--- src/rtl/core/i2p_pkg.sv ---
// ----------------------------------------------------------------------------
// i2p_pkg
// Shared types, constants and the control store of the infix to postfix
// converter: token codes, stack entry layout and the microprogram.
// ----------------------------------------------------------------------------
package i2p_pkg;

	// Sizes
	localparam int STACK_DEPTH = 32;
	localparam int ADDR_W      = $clog2(STACK_DEPTH);
	localparam int CNT_W       = $clog2(STACK_DEPTH + 1);
	localparam int ID_W        = 16;
	localparam int PREC_W      = 4;
	localparam int UPC_W       = 5;

	// Incoming token codes
	typedef enum logic [2:0] {
		TOK_OPERAND = 3'd0,
		TOK_FUNC    = 3'd1,
		TOK_OPER    = 3'd2,
		TOK_LPAR    = 3'd3,
		TOK_RPAR    = 3'd4,
		TOK_END     = 3'd5
	} tok_op_t;

	// Kinds held on the stack and sent out
	typedef enum logic [1:0] {
		K_OPERAND = 2'd0,
		K_FUNC    = 2'd1,
		K_OPER    = 2'd2,
		K_LPAR    = 2'd3
	} kind_t;

	// Error codes on the result channel
	typedef enum logic [1:0] {
		ERR_NONE     = 2'd0,
		ERR_RPAR     = 2'd1,
		ERR_LPAR     = 2'd2,
		ERR_OVERFLOW = 2'd3
	} err_t;

	typedef struct packed {
		logic [ID_W-1:0]   id;
		logic [PREC_W-1:0] prec;
		kind_t             kind;
	} stk_entry_t;

	// Datapath actions of one microstep
	typedef enum logic [2:0] {
		ACT_IDLE,
		ACT_READ,
		ACT_NOP,
		ACT_EMIT_IN,
		ACT_PUSH,
		ACT_POP_EMIT,
		ACT_POP_DROP,
		ACT_ERR_RPAR
	} uact_t;

	// Jump conditions; the step falls through when the condition is false
	typedef enum logic [2:0] {
		COND_NEVER,
		COND_ALWAYS,
		COND_EMPTY,
		COND_NO_POP,
		COND_NOT_OPER,
		COND_NOT_LPAR,
		COND_NOT_FUNC,
		COND_DONE
	} ucond_t;

	typedef logic [UPC_W-1:0] upc_t;

	typedef struct packed {
		uact_t  act;
		ucond_t cond;
		upc_t   target;
	} ucw_t;

	// Control store addresses
	localparam upc_t UPC_IDLE  = UPC_W'(0);
	localparam upc_t UPC_OPND  = UPC_W'(1);
	localparam upc_t UPC_O0    = UPC_W'(2);
	localparam upc_t UPC_O1    = UPC_W'(3);
	localparam upc_t UPC_O2    = UPC_W'(4);
	localparam upc_t UPC_PUSH  = UPC_W'(5);
	localparam upc_t UPC_R0    = UPC_W'(6);
	localparam upc_t UPC_R1    = UPC_W'(7);
	localparam upc_t UPC_R2    = UPC_W'(8);
	localparam upc_t UPC_R3    = UPC_W'(9);
	localparam upc_t UPC_R4    = UPC_W'(10);
	localparam upc_t UPC_R5    = UPC_W'(11);
	localparam upc_t UPC_R6    = UPC_W'(12);
	localparam upc_t UPC_R7    = UPC_W'(13);
	localparam upc_t UPC_RERR  = UPC_W'(14);
	localparam upc_t UPC_E0    = UPC_W'(15);
	localparam upc_t UPC_E1    = UPC_W'(16);
	localparam upc_t UPC_DONE  = UPC_W'(17);

	// Microprogram: one control word per step
	function automatic ucw_t ucode(input upc_t upc);
		case (upc)
			UPC_IDLE: return '{ACT_IDLE,     COND_NEVER,    UPC_IDLE};
			// operand: send straight out
			UPC_OPND: return '{ACT_EMIT_IN,  COND_ALWAYS,   UPC_DONE};
			// operator: pop while the top binds tighter, then push
			UPC_O0:   return '{ACT_READ,     COND_EMPTY,    UPC_PUSH};
			UPC_O1:   return '{ACT_NOP,      COND_NO_POP,   UPC_PUSH};
			UPC_O2:   return '{ACT_POP_EMIT, COND_ALWAYS,   UPC_O0};
			// shared push for function, operator and left paren
			UPC_PUSH: return '{ACT_PUSH,     COND_ALWAYS,   UPC_DONE};
			// right paren: pop operators, drop the paren, pop a function
			UPC_R0:   return '{ACT_READ,     COND_EMPTY,    UPC_RERR};
			UPC_R1:   return '{ACT_NOP,      COND_NOT_OPER, UPC_R3};
			UPC_R2:   return '{ACT_POP_EMIT, COND_ALWAYS,   UPC_R0};
			UPC_R3:   return '{ACT_NOP,      COND_NOT_LPAR, UPC_RERR};
			UPC_R4:   return '{ACT_POP_DROP, COND_NEVER,    UPC_IDLE};
			UPC_R5:   return '{ACT_READ,     COND_EMPTY,    UPC_DONE};
			UPC_R6:   return '{ACT_NOP,      COND_NOT_FUNC, UPC_DONE};
			UPC_R7:   return '{ACT_POP_EMIT, COND_ALWAYS,   UPC_DONE};
			UPC_RERR: return '{ACT_ERR_RPAR, COND_ALWAYS,   UPC_DONE};
			// end of expression: flush the whole stack
			UPC_E0:   return '{ACT_READ,     COND_EMPTY,    UPC_DONE};
			UPC_E1:   return '{ACT_POP_EMIT, COND_ALWAYS,   UPC_E0};
			UPC_DONE: return '{ACT_NOP,      COND_DONE,     UPC_IDLE};
			default:  return '{ACT_NOP,      COND_ALWAYS,   UPC_IDLE};
		endcase
	endfunction

	// Entry point of the microprogram for each token code
	function automatic upc_t dispatch(input logic [2:0] op);
		case (op)
			TOK_OPERAND: return UPC_OPND;
			TOK_FUNC:    return UPC_PUSH;
			TOK_OPER:    return UPC_O0;
			TOK_LPAR:    return UPC_PUSH;
			TOK_RPAR:    return UPC_R0;
			TOK_END:     return UPC_E0;
			default:     return UPC_DONE;
		endcase
	endfunction

endpackage

--- src/rtl/core/infix_to_postfix_converter.sv ---
// ----------------------------------------------------------------------------
// infix_to_postfix_converter
// Shunting-yard converter: takes classified tokens, keeps an operator stack
// and sends tokens out in postfix order, flagging paren and overflow errors.
// ----------------------------------------------------------------------------
//
// Channel  Direction  Handshake            Payload
// input    in         in_valid / in_stall  op, token_id, precedence, left_assoc
// result   out        out_valid / out_stall out_token_id, out_kind, error, last
//
// A microcoded sequencer runs one short program per token. A pop in the end
// flush is a registered read of the stack memory followed by the pop; a pop
// for an operator or a right paren adds a step between the two that tests
// the top. Each token also has an accept step and a finish step.
// Reset clears the step counter, stack count and valid flags; the stack
// memory is not cleared and needs no sweep.
// A stalled result channel, with a result already held back, holds the
// sequencer at its next emitting or finishing step.
// ----------------------------------------------------------------------------
module infix_to_postfix_converter import i2p_pkg::*; (
	input  logic              clk,
	input  logic              arst_n,
	input  logic              in_valid,
	output logic              in_stall,
	input  logic [2:0]        op,
	input  logic [ID_W-1:0]   token_id,
	input  logic [PREC_W-1:0] precedence,
	input  logic              left_assoc,
	output logic              out_valid,
	input  logic              out_stall,
	output logic [ID_W-1:0]   out_token_id,
	output logic [1:0]        out_kind,
	output logic [1:0]        error,
	output logic              last
);

	// Sequencer and stack control state
	upc_t             upc_q;
	logic [CNT_W-1:0] cnt_q;
	logic             pend_valid_q;
	logic             out_valid_q;

	// Current token
	logic [2:0]        op_q;
	logic [ID_W-1:0]   id_q;
	logic [PREC_W-1:0] prec_q;
	logic              la_q;

	// Stack memory and its registered top
	stk_entry_t stack_mem [STACK_DEPTH];
	stk_entry_t top_q;

	// Held-back result and output register
	logic [ID_W-1:0] pend_id_q;
	logic [1:0]      pend_kind_q;
	logic [1:0]      pend_err_q;
	logic [ID_W-1:0] out_id_q;
	logic [1:0]      out_kind_q;
	logic [1:0]      out_err_q;
	logic            out_last_q;

	// Combinational control
	ucw_t             ucw;
	logic             in_accept;
	logic             out_free;
	logic             stack_full;
	logic             cond_hit;
	logic             emit_req;
	logic [ID_W-1:0]  emit_id;
	logic [1:0]       emit_kind;
	logic [1:0]       emit_err;
	logic             rd_en;
	logic             push_req;
	logic             pop_req;
	logic             step_go;
	logic             pend_load;
	logic             out_load;
	logic             pend_clear;
	upc_t             upc_next;
	stk_entry_t       push_entry;
	logic [CNT_W-1:0] cnt_m1;

	assign in_stall   = (upc_q != UPC_IDLE);
	assign in_accept  = in_valid && !in_stall;
	assign out_free   = !out_valid_q || !out_stall;
	assign stack_full = (cnt_q == CNT_W'(STACK_DEPTH));
	assign cnt_m1     = cnt_q - CNT_W'(1);

	// Decode the control word, evaluate the jump and gate the datapath
	always_comb begin
		ucw        = ucode(upc_q);
		emit_req   = 1'b0;
		emit_id    = id_q;
		emit_kind  = K_OPERAND;
		emit_err   = ERR_NONE;
		rd_en      = 1'b0;
		push_req   = 1'b0;
		pop_req    = 1'b0;
		cond_hit   = 1'b0;
		push_entry = '{id: id_q, prec: '0, kind: K_LPAR};

		case (op_q)
			TOK_FUNC: push_entry.kind = K_FUNC;
			TOK_OPER: begin
				push_entry.kind = K_OPER;
				push_entry.prec = prec_q;
			end
			default: push_entry.kind = K_LPAR;
		endcase

		case (ucw.act)
			ACT_READ: rd_en = 1'b1;
			ACT_EMIT_IN: emit_req = 1'b1;
			ACT_PUSH: begin
				if (stack_full) begin
					emit_req = 1'b1;
					emit_err = ERR_OVERFLOW;
					emit_kind = (push_entry.kind == K_LPAR) ? K_OPERAND : push_entry.kind;
				end else begin
					push_req = 1'b1;
				end
			end
			ACT_POP_EMIT: begin
				pop_req  = 1'b1;
				emit_req = 1'b1;
				emit_id  = top_q.id;
				if (top_q.kind == K_LPAR) begin
					emit_err = ERR_LPAR;
				end else begin
					emit_kind = top_q.kind;
				end
			end
			ACT_POP_DROP: pop_req = 1'b1;
			ACT_ERR_RPAR: begin
				emit_req = 1'b1;
				emit_err = ERR_RPAR;
			end
			default: ;
		endcase

		case (ucw.cond)
			COND_ALWAYS:   cond_hit = 1'b1;
			COND_EMPTY:    cond_hit = (cnt_q == '0);
			COND_NO_POP:   cond_hit = (top_q.kind != K_OPER) ||
			                          !((top_q.prec > prec_q) ||
			                            ((top_q.prec == prec_q) && la_q));
			COND_NOT_OPER: cond_hit = (top_q.kind != K_OPER);
			COND_NOT_LPAR: cond_hit = (top_q.kind != K_LPAR);
			COND_NOT_FUNC: cond_hit = (top_q.kind != K_FUNC);
			COND_DONE:     cond_hit = 1'b1;
			default:       cond_hit = 1'b0;
		endcase

		// Hold on an emit or a finish that needs the output register while it is busy
		step_go = (ucw.act != ACT_IDLE) &&
		          !(pend_valid_q && !out_free && (emit_req || (ucw.cond == COND_DONE)));

		pend_load  = step_go && emit_req;
		pend_clear = step_go && (ucw.cond == COND_DONE) && pend_valid_q;
		out_load   = (pend_load && pend_valid_q) || pend_clear;

		if (ucw.act == ACT_IDLE) begin
			upc_next = in_accept ? dispatch(op) : upc_q;
		end else if (step_go) begin
			upc_next = cond_hit ? ucw.target : upc_q + UPC_W'(1);
		end else begin
			upc_next = upc_q;
		end
	end

	// Advance the sequencer, stack count and valid flags
	always_ff @(posedge clk or negedge arst_n) begin
		if (!arst_n) begin
			upc_q        <= UPC_IDLE;
			cnt_q        <= '0;
			pend_valid_q <= 1'b0;
			out_valid_q  <= 1'b0;
		end else begin
			upc_q <= upc_next;
			if (step_go && push_req) begin
				cnt_q <= cnt_q + CNT_W'(1);
			end else if (step_go && pop_req) begin
				cnt_q <= cnt_m1;
			end
			if (pend_load) begin
				pend_valid_q <= 1'b1;
			end else if (pend_clear) begin
				pend_valid_q <= 1'b0;
			end
			if (out_load) begin
				out_valid_q <= 1'b1;
			end else if (!out_stall) begin
				out_valid_q <= 1'b0;
			end
		end
	end

	// Capture the token on acceptance
	always_ff @(posedge clk) begin
		if (in_accept) begin
			op_q   <= op;
			id_q   <= token_id;
			prec_q <= precedence;
			la_q   <= left_assoc;
		end
	end

	// Write the stack on a push, read its top on a read step
	always_ff @(posedge clk) begin
		if (step_go && push_req) begin
			stack_mem[cnt_q[ADDR_W-1:0]] <= push_entry;
		end
		if (rd_en) begin
			top_q <= stack_mem[cnt_m1[ADDR_W-1:0]];
		end
	end

	// Hold one result back so the last one of a transaction can be marked
	always_ff @(posedge clk) begin
		if (pend_load) begin
			pend_id_q   <= emit_id;
			pend_kind_q <= emit_kind;
			pend_err_q  <= emit_err;
		end
		if (out_load) begin
			out_id_q   <= pend_id_q;
			out_kind_q <= pend_kind_q;
			out_err_q  <= pend_err_q;
			out_last_q <= pend_clear;
		end
	end

	assign out_valid    = out_valid_q;
	assign out_token_id = out_id_q;
	assign out_kind     = out_kind_q;
	assign error        = out_err_q;
	assign last         = out_last_q;

`ifndef NO_ASSERTIONS
	a_cnt_range: assert property (@(posedge clk) disable iff (!arst_n)
		cnt_q <= CNT_W'(STACK_DEPTH))
		else $error("stack count beyond depth");

	a_idle_clean: assert property (@(posedge clk) disable iff (!arst_n)
		(upc_q == UPC_IDLE) |-> !pend_valid_q)
		else $error("held result left behind at end of token");

	a_out_from_pend: assert property (@(posedge clk) disable iff (!arst_n)
		$rose(out_valid_q) |-> $past(pend_valid_q))
		else $error("result loaded without a held result");
`endif

endmodule

--- config.mk ---
export PLATFORM = sky130hd
export DESIGN_NAME = infix_to_postfix_converter
export DESIGN_NICKNAME = d
export VERILOG_FILES = /design/src/rtl/core/i2p_pkg.sv /design/src/rtl/core/infix_to_postfix_converter.sv
export SDC_FILE = /design/constraint.sdc
export NUM_CORES = 1
export LEC_CHECK = 0
export ABC_AREA = 1
export BUFFER_PORTS_ARGS = -buffer_cell sky130_fd_sc_hd__buf_2
export CAP_MARGIN = 20
export CORE_MARGIN = 1
export CORE_UTILIZATION = 48
export CTS_BUF_LIST = sky130_fd_sc_hd__clkbuf_8
export DETAILED_ROUTE_END_ITERATION = 12
export PLACE_DENSITY = 0.7
export REMOVE_ABC_BUFFERS = 1
export SLEW_MARGIN = 5
export SYNTH_ARGS = -nofsm -noshare
export SYNTH_HDL_FRONTEND = slang
export SYNTH_SLANG_ARGS = --single-unit
--- constraint.sdc ---
create_clock -name clk -period 3.5 [get_ports clk]
set_input_delay 1.05 -clock clk [delete_from_list [all_inputs] [get_ports clk]]
set_output_delay 1.05 -clock clk [all_outputs]
set_load 0.005 [all_outputs]
==> results of run 1 <==
[power by group]
group	total, uW	switching [uW]	internal (uW)
Sequential	12300	468	11900
Combinational	14200	10000	4130
Clock	6970	3520	3450
[how the worst min path moves through the flow]
| stage | startpoint | endpoint | slack [ns] | cells after the start |
|---|---|---|---|---|
| floorplan | pend_err_q[0] | error[0] | 0.40 | 0 |
| global placement | pend_id_q[5] | out_token_id[5] | 0.40 | 0 |
| detailed placement | pend_kind_q[1] | out_kind[1] | 0.40 | 0 |
| CTS | arst_n | upc_q[3] | 0.20 | 1 |
| global route | arst_n | upc_q[3] | 0.22 | 1 |
| finish | arst_n | upc_q[3] | 0.24 | 1 |
[area by class of cell]
type	count	area (um^2)
diodes	1	2.50
multi-input cells	1351	7200
inverters	57	231
clock inverters	105	539
repair buffers	135	1190
clock buffers	121	1670
flip-flops and latches	804	24100
well taps	864	1080
fillers	5288	29900
[Yosys cell counts (all sizes together)]
cell type and n:
edfxtp 791, nor2 462, o21ai 404, clkbuf 119, nand2 114, o221ai 112, nand3 82, o22ai 67
inv 56, buf 36, a31oi 23, o211ai 23, mux2 16, ha 15, dfrtp 13, nor3 9
xor2 8, a21oi 4, a211oi 2, nand4 2, o21bai 2, clkinv 1, nand3b 1, nor4 1
o21a 1, o31ai 1, or2 1, xnor2 1
[per-stage QoR]
step           instance area [um^2]  hold slack (ns)  total power, uW  TNS (ns)  instances
2_1_floorplan                 31400            0.400            20200  -9532.74       2212
3_3_place_gp                  33500            0.402            26100         0       3198
3_5_place_dp                  33500            0.405            26500         0       3201
4_1_cts                       35700            0.201            33400         0       3427
5_1_grt                       36000            0.223            35400         0       3438
6_report                      36000            0.236            33500         0       3438
[critical path, cell delays in order (launching register included)]
cell and delay [ns]:
dfrtp_1 0.44, inv_1 0.20, ha_1 0.28, inv_1 0.08
nand2_1 0.09, nand3_1 0.12, nand3_2 0.19, nand4_2 0.23
nand3_2 0.12, nand2_4 0.19, nand3_2 0.31, nor2_2 0.17
buf_4 0.37
[routing by layer]
metal  global-route usage  wire [um]  part of all wire
met1                0.308      30900              0.41
met2                0.369      37200              0.49
met3               0.0299       6320             0.083
met4               0.0707       1400             0.018
met5                    0          0                 0
[sequential cells by signal (all words and copies together), names as in the netlist]
| name | cells |
|---|---|
| top_q | 22 |
| last | 1 |
| op_q | 3 |
| id_q | 16 |
| out_kind | 2 |
| stack_mem | 704 |
| cnt_q | 6 |
| pend_kind_q | 2 |
| out_valid | 1 |
| error | 2 |
| la_q | 1 |
| pend_err_q | 2 |
| prec_q | 4 |
| out_token_id | 16 |
| pend_valid_q | 1 |
| upc_q | 5 |
| pend_id_q | 16 |
[kinds of logic after synthesis]
group,Yosys count,synth area share
flip-flops,804,0.752
AND/OR/NAND/NOR,672,0.0879
AO/OA/AOI/OAI,639,0.119
buffers and inverters,212,0.0268
multiplexers,16,0.00563
adder cells (fa/ha/maj),15,0.00586
XOR/XNOR,9,0.00270
==> impl_metrics.csv, run 1 <==
group,metric,value,unit
status,status,"completed",
routing,post_drt_wl_per_cell,22.0,um
synth,synth_cells,2367,
routing,drc_errors,0,
sta,min_period,3.14,ns
sta,finalHoldViolCount,0,
floorplanning,io_pins,51,
synth,synth_area_leaders,"edfxtp_1 74%, o21ai_0 6.0%, nor2_1 5.3%",
sta,period_share,0.897,
routing,vias,20200,
routing,drt_wl_total,75800,um
synth,ys_warn_count,0,
sta,tightest_slew,1.11,ns
synth,synth_area,32000,um^2
routing,via_per_inst,5.89,
cts,clock_path_buffers,3,
synth,yosysSeqAreaShare,0.752,
synth,syn_area_per_cell,13.5,um^2
synth,yosys.area.top_type,"edfxtp_1",
sta,setup_viol,0,
cts,ctsHoldBuffers,0,
sta,fin_skew,0.0470,ns
layout,utilization,0.546,
floorplanning,core.rowCount,94,
synth,synth_top_area_share,0.742,
cts,clk_latency,0.74,ns
critical_path,crit_type,"register to register",
place,io_buffer_count,50,
critical_path,reg2reg_from,"upc_q[1]",
min_path,holdCritPathClass,"primary input to asynchronous set/reset pin",
power,power.leakage,0.0119,uW
place,pre_cts_ws,0.396,ns
power,ir_worst_vdd,1.03,mV
synth,ys_ff_latch,804,
cts,clkTransAtPathRegs,0.06,ns
place,gp_congestion,0.889,
power,p_per_area,931,nW/um^2
critical_path,startpoint_type,"register",
sta,max_freq,319,MHz
sta,rsz0062_at_grt,"no",
floorplanning,die_w,260,um
critical_path,endpoint,"stack_mem[14][7]",
sta,slew_headroom,0.258,
floorplanning,die_area,67700,um^2
routing,drtIter0Drc,2343,
layout,layout_commonest_cell,"edfxtp_1",
cts,cts_root_buffer,"clkbuf_8",
layout,syn2layout_area_growth,12.4,%
global_routing,grt_pass1_vias,19800,
cts,cts_resized,0,
place,dpl.hpwl,43100,um
layout,layout-drive-gt1-share,0.147,
global_routing,antenna_found_initial,1,
synth,synth_cell_types,47,
critical_path,reg2regPathDepth,12,
cts,cts_num_sinks,804,
cts,h-tree-depth,3,
critical_path,arrival,3.49,ns
cts,cts_tree,"done",
routing,firstDrtPassIters,5,
sta,final_max_slew_viol_count,0,
routing,ant_nets,0,
critical_path,r2r_slack,0.36,ns
critical_path,worstReg2RegEnd,"stack_mem[14][7]",
cts,post_cts_buffers,0,
critical_path,crit_path_start,"upc_q[1]",
cts,numCtsBuffers,119,
layout,layout.nets,2511,
global_routing,grt_overflow,0,
critical_path,required,3.85,ns
floorplanning,die_h,260,um
run,maxCapViolations,0,
global_routing,grt_max_degree,237,
sta,worst_slack,0.360,ns
layout,layout_common_cells,"791 x edfxtp_1, 423 x nor2_1, 382 x o21ai_0, 121 x clkbuf_8, 112 x o221ai_1",
floorplanning,start_util,0.486,
floorplanning,core_area,65900,um^2
critical_path,crit_fanout,22,
global_routing,grt_usage,0.223,
critical_path,end_kind,"register",
global_routing,grt_pass1_wl,115000,um
Power figures use the tool's default switching activity.
==> inputs of run 2 (changes only) <==
--- a/config.mk
+++ b/config.mk
@@ -6,13 +6,13 @@
 export NUM_CORES = 1
 export LEC_CHECK = 0
 export ABC_AREA = 1
-export BUFFER_PORTS_ARGS = -buffer_cell sky130_fd_sc_hd__buf_2
 export CAP_MARGIN = 20
 export CORE_MARGIN = 1
 export CORE_UTILIZATION = 48
-export CTS_BUF_LIST = sky130_fd_sc_hd__clkbuf_8
+export CTS_BUF_LIST = sky130_fd_sc_hd__clkbuf_2 sky130_fd_sc_hd__clkbuf_4 sky130_fd_sc_hd__clkbuf_8
 export DETAILED_ROUTE_END_ITERATION = 12
-export PLACE_DENSITY = 0.7
+export DONT_BUFFER_PORTS = 1
+export PLACE_DENSITY = 0.69
 export REMOVE_ABC_BUFFERS = 1
 export SLEW_MARGIN = 5
 export SYNTH_ARGS = -nofsm -noshare
==> run 2 against run 1 <==
Via count rose by 1.6%; setup slack lost 0.076 ns; worst hold slack better by 0.14 ns; first-iteration DRC count up 10%; count of clock-buffer cells in the layout is 62 higher; critical path type unchanged; critical endpoint is now stack_mem[20][14]; largest cell class unchanged; highest routed layer unchanged.
==> impl_metrics.csv, run 2 (synthesis results as in run 1) <==
group,metric,value,unit
cts,clock_path_buffers,3,
global_routing,grt_overflow,0,
floorplanning,core_area,65900,um^2
power,ir_worst_vdd,0.874,mV
min_path,holdCritPathClass,"primary input to register",
sta,finalHoldViolCount,0,
power,finalPower,35200,uW
place,gp_congestion,0.894,
cts,clk_latency,0.79,ns
sta,rsz0062_at_grt,"no",
critical_path,critical_path_buf_inv_count,3,
routing,via_per_inst,6.05,
layout,utilization,0.547,
floorplanning,die_area,67700,um^2
layout,syn2layout_area_growth,12.5,%
cts,cts_num_sinks,804,
floorplanning,core.rowCount,94,
cts,clkTransAtPathRegs,0.06,ns
place,dpl.hpwl,49000,um
floorplanning,io_pins,51,
critical_path,crit_fanout,22,
critical_path,required,3.91,ns
global_routing,antenna_found_initial,3,
sta,final_max_slew_viol_count,0,
sta,setup_viol,0,
routing,vias,20600,
sta,setup-tns-final,0,ns
sta,tightest_slew,1.03,ns
routing,post_drt_wl_per_cell,24.6,um
sta,period_share,0.919,
cts,cts_root_buffer,"clkbuf_8",
critical_path,worst_path_most_repeated_cell,"nand3_2",
sta,min_period,3.22,ns
layout,layout.nets,2481,
layout,nFillCells,5349,
power,power.leakage,0.0118,uW
routing,drt_wl_total,83500,um
critical_path,cp_slowest_stage_delay,0.43,ns
cts,cts_tree,"done",
layout,postLayoutCellArea,36000,um^2
sta,fin_skew,0.0465,ns
global_routing,grt_pass1_wl,125000,um
cts,post_cts_buffers,0,
critical_path,cp_slowest_cell,"dfrtp_1",
floorplanning,start_util,0.486,
layout,layout_common_cells,"791 x edfxtp_1, 423 x nor2_1, 382 x o21ai_0, 138 x clkbuf_8, 112 x o221ai_1",
routing,ant_nets,0,
global_routing,grt_pass1_vias,20000,
routing,firstDrtPassIters,5,
critical_path,arrival,3.62,ns
status,status,"completed",
place,placed_area,33500,um^2
routing,drc_errors,0,
cts,h-tree-depth,4,
layout,layout-drive-gt1-share,0.154,
routing,drtIter0Drc,2582,
critical_path,end_kind,"register",
sta,max_freq,311,MHz
floorplanning,die_h,260,um
sta,slew_headroom,0.313,
power,p_per_area,977,nW/um^2
place,io_buffer_count,0,
layout,largest_register_ffs,704,
global_routing,grt_max_degree,218,
layout,layout_commonest_cell,"edfxtp_1",
run,maxCapViolations,0,
critical_path,cpLargestDelayFamily,"simple AND/OR/NAND/NOR gates",
cts,numCtsBuffers,131,
global_routing,grt_usage,0.249,
floorplanning,die_w,260,um
critical_path,path_cells,"inv_1, ha_1, inv_1, nand2_1, nand3_1, nand3_2, nand4_2, nand3_2, nand2_4, nand3_2, nor2_2, buf_4",
critical_path,startpoint_type,"register",
critical_path,crit_type,"register to register",
-- run 2: changes by cell type in the layout (fill, tap and decap cells not counted), sizes merged --
cell         delta
inv            -37
clkbuf         +62
clkinv         -24
buf            -43
bufinv          +1
dlygate4sd3     +1
clkinvlp        -1
diode           +1
-- run 2: per-stage QoR --
step                setup WS (ns)  cells  hold slack [ns]
global route               0.0683   3398            0.334
finish                      0.284   3398            0.371
global placement            0.431   3168            0.407
floorplan                  -15.60   2212            0.400
CTS                         0.320   3396            0.312
detailed placement          0.369   3168            0.405
-- run 2: cell type report --
cell class / instances / area, um^2 / share of cell area
Clock buffer: 183 / 2240 / 0.0621
Tap cell: 864 / 1080 / 0.0300
Inverter: 57 / 231 / 0.00642
Clock inverter: 44 / 325 / 0.00903
Timing Repair Buffer: 93 / 863 / 0.0240
Antenna cell: 2 / 5.00 / 0.000139
Sequential cell: 804 / 24100 / 0.668
Multi-Input combinational cell: 1351 / 7200 / 0.200
-- run 2: where the power goes --
part	switching [uW]	internal, uW
Sequential	465	11900
Clock	3630	4420
Combinational	10800	4040
-- run 2: repair_timing --
item	CTS	global route
gates resized for setup	0	0
hold endpoints to repair	13	0
hold buffers	1	0
-- run 2: path summary, 6_finish.rpt --
| check | start | endpoint | slack [ns] | depth (start not counted) |
|---|---|---|---|---|
| max in group asynchronous | arst_n | cnt_q[0] | 2.07 | 1 |
| worst min-delay path | token_id[7] | id_q[7] | 0.37 | 0 |
| worst max register to register | upc_q[1] | stack_mem[20][14] | 0.28 | 12 |
| worst min register to register | pend_id_q[4] | out_token_id[4] | 0.40 | 0 |
| worst max-delay path | upc_q[1] | stack_mem[20][14] | 0.28 | 12 |
| min in group asynchronous | arst_n | cnt_q[0] | 0.83 | 1 |
-- run 2: metal layers --
metal	vias up	global-route usage	part of all wire
li1	9049	-	-
met1	10300	0.349	0.41
met2	1062	0.376	0.46
met3	161	0.0490	0.090
met4	0	0.116	0.037
met5	-	0	0
